**src/rtl/core/qrmfd_pkg.sv**
```systemverilog
// Package for the quarter-rate mixer / FIR decimator.
// Holds widths, reset constants, the low-pass kernel and the datapath control types.
// No dependencies.
package qrmfd_pkg;

    localparam int TAP_COUNT_DEF  = 31;
    localparam int COEF_WIDTH_DEF = 16;
    localparam int SAMPLE_W       = 16;
    localparam int MIX_W          = SAMPLE_W + 1;
    localparam int LEN_W          = 20;
    localparam int OUT_W          = 20;
    localparam int PHASE_W        = 2;
    localparam int KERNEL_LEN     = 31;
    localparam int OUT_MAX        = 524287;
    localparam int OUT_MIN        = -524288;

    localparam logic [LEN_W-1:0] LEN_RESET = LEN_W'(180000);

    // Hamming-windowed low-pass, Q1.23
    localparam int KERNEL_Q23 [KERNEL_LEN] = '{
        7892, 15829, 24068, 26345, 10969, -31599, -97902, -163783,
        -186060, -115887, 80025, 399195, 794301, 1181485, 1464935, 1568983,
        1464935, 1181485, 794301, 399195, 80025, -115887, -186060, -163783,
        -97902, -31599, 10969, 26345, 24068, 15829, 7892
    };

    // Kernel tap rounded half up to Q1.(cw-1); taps past the kernel are zero
    function automatic logic signed [23:0] coef_round(input int k, input int cw);
        logic signed [24:0] c;
        int                 s;
        s = 24 - cw;
        if (k >= KERNEL_LEN) begin
            return '0;
        end
        c = 25'(KERNEL_Q23[k]);
        if (s > 0) begin
            c = (c + (25'sd1 <<< (s - 1))) >>> s;
        end
        return c[23:0];
    endfunction

    typedef struct packed {
        logic acc_clear;
        logic tap_valid;
        logic tap_live;
        logic finish;
    } mac_ctrl_t;

    typedef struct packed {
        logic busy;
    } mac_status_t;

endpackage

```
**src/rtl/core/qrmfd_ram.sv**
```systemverilog
// Generic single-write, single-read RAM with registered read data.
// No dependencies.
module qrmfd_ram #(
    parameter int WIDTH = 17,
    parameter int DEPTH = 31
) (
    input  logic                     aclk,
    input  logic                     we,
    input  logic [$clog2(DEPTH)-1:0] waddr,
    input  logic [WIDTH-1:0]         wdata,
    input  logic                     re,
    input  logic [$clog2(DEPTH)-1:0] raddr,
    output logic [WIDTH-1:0]         rdata
);

    logic [WIDTH-1:0] mem [DEPTH];

    always_ff @(posedge aclk) begin
        if (we) begin
            mem[waddr] <= wdata;
        end
        if (re) begin
            rdata <= mem[raddr];
        end
    end

endmodule

```
**src/rtl/core/qrmfd_mac.sv**
```systemverilog
// Shared multiply-accumulate unit: one tap per cycle, then round and saturate.
// Depends on qrmfd_pkg (kernel, control types).
module qrmfd_mac
    import qrmfd_pkg::*;
#(
    parameter int TAP_COUNT  = TAP_COUNT_DEF,
    parameter int COEF_WIDTH = COEF_WIDTH_DEF
) (
    input  logic                              aclk,
    input  logic                              aresetn,
    input  mac_ctrl_t                         ctrl,
    input  logic [$clog2(TAP_COUNT+1)-1:0]    tap_idx,
    input  logic signed [MIX_W-1:0]           tap_data,
    output mac_status_t                       status,
    output logic signed [OUT_W-1:0]           sample
);

    localparam int PROD_W = MIX_W + COEF_WIDTH;
    localparam int ACC_W  = PROD_W + 6;
    localparam logic signed [ACC_W-1:0] BIAS   = ACC_W'(1) <<< (COEF_WIDTH - 4);
    localparam logic signed [ACC_W-1:0] SAT_HI = ACC_W'(OUT_MAX);
    localparam logic signed [ACC_W-1:0] SAT_LO = ACC_W'(OUT_MIN);

    logic signed [23:0]           coef_full;
    logic signed [COEF_WIDTH-1:0] coef;
    logic signed [PROD_W-1:0]     prod_reg;
    logic                         v2_reg;
    logic signed [ACC_W-1:0]      acc_reg;
    logic signed [ACC_W-1:0]      rnd_reg;
    logic signed [ACC_W-1:0]      shifted;

    always_comb begin
        coef_full = coef_round(int'(tap_idx), COEF_WIDTH);
        coef      = coef_full[COEF_WIDTH-1:0];
    end

    always_ff @(posedge aclk) begin
        if (!aresetn) begin
            v2_reg <= 1'b0;
        end else begin
            v2_reg <= ctrl.tap_valid;
        end
    end

    always_ff @(posedge aclk) begin
        if (ctrl.tap_valid) begin
            prod_reg <= ctrl.tap_live ? PROD_W'(tap_data * coef) : '0;
        end
        if (ctrl.acc_clear) begin
            acc_reg <= '0;
        end else if (v2_reg) begin
            acc_reg <= acc_reg + ACC_W'(prod_reg);
        end
        if (ctrl.finish) begin
            rnd_reg <= acc_reg + BIAS;
        end
    end

    assign shifted = rnd_reg >>> (COEF_WIDTH - 3);

    always_comb begin
        priority if (shifted > SAT_HI) begin
            sample = OUT_W'(OUT_MAX);
        end else if (shifted < SAT_LO) begin
            sample = OUT_W'(OUT_MIN);
        end else begin
            sample = shifted[OUT_W-1:0];
        end
    end

    assign status.busy = v2_reg;

endmodule

```
**src/rtl/core/quarter_rate_mixer_fir_decimator.sv**
```systemverilog
// In a capture, an input that gives no result is only written into the delay-line RAM;
// every fourth input also starts a filter run (one RAM read and one MAC per tap, pipeline
// drain, rounding) that puts its result in the output register. s_ready stays low until
// that load, which waits on m_ready, as the single shared MAC serves one run at a time.
// Reset (aresetn low, synchronous): idle, no capture, capture_length back to 180000.
// Arm clears the delay line through a fill count, not by sweeping the RAM.
module quarter_rate_mixer_fir_decimator
    import qrmfd_pkg::*;
#(
    parameter int TAP_COUNT  = TAP_COUNT_DEF,
    parameter int COEF_WIDTH = COEF_WIDTH_DEF
) (
    input  logic                       aclk,
    input  logic                       aresetn,
    input  logic                       s_valid,
    output logic                       s_ready,
    input  logic signed [SAMPLE_W-1:0] s_i_sample,
    input  logic signed [SAMPLE_W-1:0] s_q_sample,
    input  logic                       s_arm,
    output logic                       m_valid,
    input  logic                       m_ready,
    output logic signed [OUT_W-1:0]    m_filtered_sample,
    output logic                       m_last,
    input  logic                       cfg_valid,
    output logic                       cfg_ready,
    input  logic [LEN_W-1:0]           cfg_data
);

    localparam int AW = $clog2(TAP_COUNT);
    localparam int KW = $clog2(TAP_COUNT + 1);
    localparam logic [KW-1:0] TAPS    = KW'(TAP_COUNT);
    localparam logic [AW-1:0] LAST_AD = AW'(TAP_COUNT - 1);

    localparam logic [1:0] ST_IDLE = 2'd0;
    localparam logic [1:0] ST_MAC  = 2'd1;
    localparam logic [1:0] ST_RND  = 2'd2;
    localparam logic [1:0] ST_OUT  = 2'd3;

    localparam logic [PHASE_W-1:0] PH_I     = 2'd0;
    localparam logic [PHASE_W-1:0] PH_Q     = 2'd1;
    localparam logic [PHASE_W-1:0] PH_NEG_I = 2'd2;
    localparam logic [PHASE_W-1:0] PH_NEG_Q = 2'd3;

    logic [1:0]         state_reg, state_next;
    logic [PHASE_W-1:0] phase_reg, phase_next;
    logic [KW-1:0]      fill_reg, fill_next;
    logic [AW-1:0]      wp_reg, wp_next;
    logic [LEN_W-1:0]   count_reg, count_next;
    logic               active_reg, active_next;
    logic [LEN_W-1:0]   len_reg;
    logic [KW-1:0]      issue_reg, issue_next;
    logic [AW-1:0]      raddr_reg, raddr_next;
    logic               v1_reg, v1_next;
    logic [KW-1:0]      k1_reg, k1_next;
    logic               m_valid_reg, m_valid_next;
    logic signed [OUT_W-1:0] m_sample_reg;
    logic               m_last_reg;

    logic                     accept;
    logic                     issuing;
    logic                     load_out;
    logic                     done;
    logic [LEN_W-1:0]         count_plus;
    logic signed [MIX_W-1:0]  i_ext, q_ext, mixed;
    logic                     ram_we, ram_re;
    logic signed [MIX_W-1:0]  ram_rdata;
    mac_ctrl_t                mac_ctrl;
    mac_status_t              mac_status;
    logic signed [OUT_W-1:0]  mac_sample;

    assign s_ready   = (state_reg == ST_IDLE);
    assign accept    = s_valid && s_ready;
    assign cfg_ready = 1'b1;
    assign issuing   = (state_reg == ST_MAC) && (issue_reg < TAPS);
    assign load_out  = (state_reg == ST_OUT) && (!m_valid_reg || m_ready);
    assign count_plus = count_reg + LEN_W'(1);
    assign done      = count_plus >= len_reg;

    assign i_ext = MIX_W'(s_i_sample);
    assign q_ext = MIX_W'(s_q_sample);

    always_comb begin
        unique case (s_arm ? PH_I : phase_reg)
            PH_I:     mixed = i_ext;
            PH_Q:     mixed = q_ext;
            PH_NEG_I: mixed = -i_ext;
            PH_NEG_Q: mixed = -q_ext;
            default:  mixed = i_ext;
        endcase
    end

    always_comb begin
        state_next   = state_reg;
        phase_next   = phase_reg;
        fill_next    = fill_reg;
        wp_next      = wp_reg;
        count_next   = count_reg;
        active_next  = active_reg;
        issue_next   = issue_reg;
        raddr_next   = raddr_reg;
        v1_next      = issuing;
        k1_next      = issue_reg;
        m_valid_next = m_valid_reg && !m_ready;
        ram_we       = 1'b0;
        mac_ctrl     = '0;

        unique case (state_reg)
            ST_IDLE: begin
                if (accept) begin
                    if (s_arm) begin
                        phase_next  = '0;
                        fill_next   = '0;
                        count_next  = '0;
                        active_next = 1'b1;
                    end
                    if (s_arm || active_reg) begin
                        ram_we     = 1'b1;
                        wp_next    = (wp_reg == LAST_AD) ? '0 : wp_reg + AW'(1);
                        fill_next  = (s_arm || fill_reg == TAPS) ?
                                     (s_arm ? KW'(1) : TAPS) : fill_reg + KW'(1);
                        phase_next = (s_arm ? PH_I : phase_reg) + PHASE_W'(1);
                        if (phase_next == PH_I) begin
                            state_next        = ST_MAC;
                            issue_next        = '0;
                            raddr_next        = wp_reg;
                            mac_ctrl.acc_clear = 1'b1;
                        end
                    end
                end
            end
            ST_MAC: begin
                if (issuing) begin
                    issue_next = issue_reg + KW'(1);
                    raddr_next = (raddr_reg == '0) ? LAST_AD : raddr_reg - AW'(1);
                end else if (!v1_reg && !mac_status.busy) begin
                    state_next = ST_RND;
                end
            end
            ST_RND: begin
                mac_ctrl.finish = 1'b1;
                state_next      = ST_OUT;
            end
            ST_OUT: begin
                if (load_out) begin
                    m_valid_next = 1'b1;
                    count_next   = count_plus;
                    if (done) begin
                        active_next = 1'b0;
                    end
                    state_next = ST_IDLE;
                end
            end
            default: state_next = ST_IDLE;
        endcase

        mac_ctrl.tap_valid = v1_reg;
        mac_ctrl.tap_live  = k1_reg < fill_reg;
    end

    assign ram_re = issuing;

    always_ff @(posedge aclk) begin
        if (!aresetn) begin
            state_reg   <= ST_IDLE;
            phase_reg   <= '0;
            fill_reg    <= '0;
            wp_reg      <= '0;
            count_reg   <= '0;
            active_reg  <= 1'b0;
            len_reg     <= LEN_RESET;
            issue_reg   <= '0;
            raddr_reg   <= '0;
            v1_reg      <= 1'b0;
            m_valid_reg <= 1'b0;
        end else begin
            state_reg   <= state_next;
            phase_reg   <= phase_next;
            fill_reg    <= fill_next;
            wp_reg      <= wp_next;
            count_reg   <= count_next;
            active_reg  <= active_next;
            issue_reg   <= issue_next;
            raddr_reg   <= raddr_next;
            v1_reg      <= v1_next;
            m_valid_reg <= m_valid_next;
            if (cfg_valid && cfg_ready) begin
                len_reg <= cfg_data;
            end
        end
    end

    always_ff @(posedge aclk) begin
        k1_reg <= k1_next;
        if (load_out) begin
            m_sample_reg <= mac_sample;
            m_last_reg   <= done;
        end
    end

    assign m_valid           = m_valid_reg;
    assign m_filtered_sample = m_sample_reg;
    assign m_last            = m_last_reg;

    qrmfd_ram #(
        .WIDTH (MIX_W),
        .DEPTH (TAP_COUNT)
    ) u_delay_ram (
        .aclk  (aclk),
        .we    (ram_we),
        .waddr (wp_reg),
        .wdata (mixed),
        .re    (ram_re),
        .raddr (raddr_reg),
        .rdata (ram_rdata)
    );

    qrmfd_mac #(
        .TAP_COUNT  (TAP_COUNT),
        .COEF_WIDTH (COEF_WIDTH)
    ) u_mac (
        .aclk     (aclk),
        .aresetn  (aresetn),
        .ctrl     (mac_ctrl),
        .tap_idx  (k1_reg),
        .tap_data (ram_rdata),
        .status   (mac_status),
        .sample   (mac_sample)
    );

`ifndef SYNTHESIS
    // filter only runs on a phase boundary
    a_phase_zero_busy: assert property (@(posedge aclk) disable iff (!aresetn)
        state_reg != ST_IDLE |-> phase_reg == PH_I)
        else $error("phase not aligned while filter busy");

    a_fill_bound: assert property (@(posedge aclk) disable iff (!aresetn)
        fill_reg <= TAPS && issue_reg <= TAPS)
        else $error("fill or tap counter out of range");

    a_last_stops: assert property (@(posedge aclk) disable iff (!aresetn)
        load_out && done |=> !active_reg)
        else $error("capture still active after last transfer");

    a_no_out_overrun: assert property (@(posedge aclk) disable iff (!aresetn)
        m_valid_reg && !m_ready && state_reg != ST_OUT |=> m_valid_reg)
        else $error("pending result dropped");
`endif

endmodule
```
**config.mk**
```make
export PLATFORM = sky130hd
export DESIGN_NAME = quarter_rate_mixer_fir_decimator
export DESIGN_NICKNAME = d
export VERILOG_FILES = /design/src/rtl/core/qrmfd_pkg.sv /design/src/rtl/core/qrmfd_ram.sv /design/src/rtl/core/qrmfd_mac.sv /design/src/rtl/core/quarter_rate_mixer_fir_decimator.sv
export SDC_FILE = /design/constraint.sdc
export NUM_CORES = 2
export LEC_CHECK = 0
export ABC_CLOCK_PERIOD_IN_PS = 11400
export BUFFER_PORTS_ARGS = -buffer_cell sky130_fd_sc_hd__buf_4
export CORE_MARGIN = 2
export CORE_UTILIZATION = 39
export DETAILED_ROUTE_END_ITERATION = 12
export GPL_TIMING_DRIVEN = 0
export PLACE_DENSITY = 0.65
export SLEW_MARGIN = 20
export SYNTH_ARGS = -nofsm -noshare
export SYNTH_HDL_FRONTEND = slang
export SYNTH_SLANG_ARGS = --single-unit
```
**constraint.sdc**
```tcl
create_clock -name aclk -period 11.4 [get_ports aclk]
set_clock_uncertainty 0.1 [all_clocks]
set_input_delay 1.14 -clock aclk [delete_from_list [all_inputs] [get_ports aclk]]
set_output_delay 1.14 -clock aclk [all_outputs]
set_load 0.05 [all_outputs]
```
==> run metrics <==
outcome=finished clean; Final Max Tran Viols=0; core area=0.110 mm^2; clk sinks=736; Avg Inst Size Synth=12.6 um^2; vias in the first global route=27500; hold_buf cts=0; Worst Setup End Kind=register; RSZ-0062 raised after global routing=false; Synth Instances=3429; chip width=337 um; HPWL Detailed=79100 um; most frequent cell after synthesis=edfxtp_1; Sum Neg Setup Slack=0 ps; max_slew headroom=31.1%; slowest CP cell=fa_1; post-synth top area share=43.3%; asr flop ratio synth=0%; n_diodes=0; Setup Crit Path Kind=register to register; CP max stage delay=920 ps; total CTS buffers=73; Worst Path Required=11680 ps; fillers=9796; largest net degree at the start of global routing=36; I/O pin cnt=82; H-tree lvl count=3; Overall Global Routing Usage=18.6%; share of layout cells above drive strength 1=12.6%; Final Hold Viols=0; GR Overflow Total=0; die area=0.114 mm^2; drt first pass iters=6; cts repair resizes=0; CTS tree=built; initial antenna violation count=0; Most used DFF post-synth=edfxtp_1; largest cells by area after synthesis=edfxtp_1 43%, fa_1 13%, mux4_2 8.2%; crit path max fanout=10; port bufs=78; most frequent cells after synthesis=624 x edfxtp_1, 413 x inv_1, 323 x nand2_1; fin crit share=92.4%; total of max-cap violations=0; CP arrival=10810 ps; Iteration-0 DRC Markers=2517; Final #Nets=4139; post-synth cell types=71; CTS max path bufs=3; P&R area growth vs syn=13.9%; Slew @ Worst Pin=1030 ps; CTS root buf=clkbuf_16; minimum clock period=10530 ps; DRT Wirelength=104000 um; cell taking the most area after synthesis=edfxtp_1; first-pass GRT wire length=161000 um; Setup Fix Bufs, Post-CTS=0; CP bufs+invs=6; count of warnings emitted by yosys=0; Seq/Total Area, Yosys=48.5%; die height=337 um; Initial Util=39.2%; DRC errors left=0; Setup-failing EPs final=0; CP startpoint kind=register; Post-synth EDFFs=624; FP Rows=122; max reg flops=527; Post-Syn Area=0.0433 mm^2; Yosys reg bits=736; synthesized net count=3939; RePlAce Congestion=0.915; Clk pin slew, worst setup/hold paths=60 ps; delay-heaviest family, CP=adder cells; latest clock arrival within the worst-skew pair=650 ps; Vias=27000; Fmax achieved=94.9 MHz; DRT antenna net count=0; DR vias/cell=5.23; wire per inst=20.2 um; Hold Path Class=register to register; CP most frequent cell=fa_1
cells by family after synthesis:
kind of cell / after synthesis / share of synthesized area (%)
adder cells (fa/ha/maj): 452 / 17.9
AO/OA/AOI/OAI: 437 / 6.53
buffers and inverters: 561 / 4.89
other: 1 / 0.00867
XOR/XNOR: 138 / 2.79
flip-flops: 736 / 48.5
multiplexers: 215 / 9.54
AND/OR/NAND/NOR: 889 / 9.89
worst register-to-register path, delay by kind of cell, from the launching register on:
kind / cells / cell delay, ps
AOI/OAI and AO/OA: 8 / 1860
and+or+nand+nor: 4 / 1090
DFF: 1 / 500
muxes: 1 / 460
buffers and inverters: 6 / 1490
adders and majority gates: 9 / 4530
xor gates and xnor gates: 1 / 200
cell usage in the layout, fill, tap and decap left out, types with 111 or more instances in the layout:
master	count
and2_1	129
inv_1	413
clkbuf_1	139
fa_1	277
dfxtp_1	111
nor2_1	162
nand2_1	323
mux4_2	158
edfxtp_1	624
ha_1	174
per-stage QoR:
stage | cell area, um^2 | hold WS (ps) | worst slack (ps) | instances | util, %
floorplan | 43300 | 263 | 2630 | 3429 | -
global placement | 45700 | 275 | 909 | 4995 | 41.4
detailed placement | 46900 | 280 | 863 | 5042 | 42.5
CTS | 49300 | 287 | 840 | 5173 | 44.7
global route | 49300 | 297 | 182 | 5173 | 44.7
finish | 49300 | 288 | 868 | 5173 | 44.7
area by class of cell:
| class | count | area [um^2] | area share [%] |
|---|---|---|---|
| plain buffers | 146 | 559 | 1.13 |
| clock buffers | 91 | 1890 | 3.84 |
| clock inverters | 40 | 551 | 1.12 |
| inverters | 415 | 1560 | 3.16 |
| multi-input cells | 2132 | 20500 | 41.5 |
| flip-flops and latches | 736 | 21000 | 42.6 |
| well taps | 1488 | 1860 | 3.78 |
| repair buffers | 125 | 1420 | 2.87 |
path summary, 6_finish.rpt:
path                start                 end  slack (ps)  cells past startpoint
max             k1_reg[1]  u_mac.prod_reg[32]         870                     29
min          issue_reg[2]           k1_reg[2]         290                      0
max reg2reg     k1_reg[1]  u_mac.prod_reg[32]         870                     29
min reg2reg  issue_reg[2]           k1_reg[2]         290                      0
per-layer routing:
metal	up-vias	GRT usage (%)	part of all wire (%)
met2	921	30.3	47
met3	183	2.75	6.3
met1	13500	25.7	44
met4	0	5.69	2.9
met5	-	0	0
li1	12400	-	-
Power is left out: the tool's default activity adds up to more than one toggle a clock period on the data nets, which glitch-free logic cannot reach.
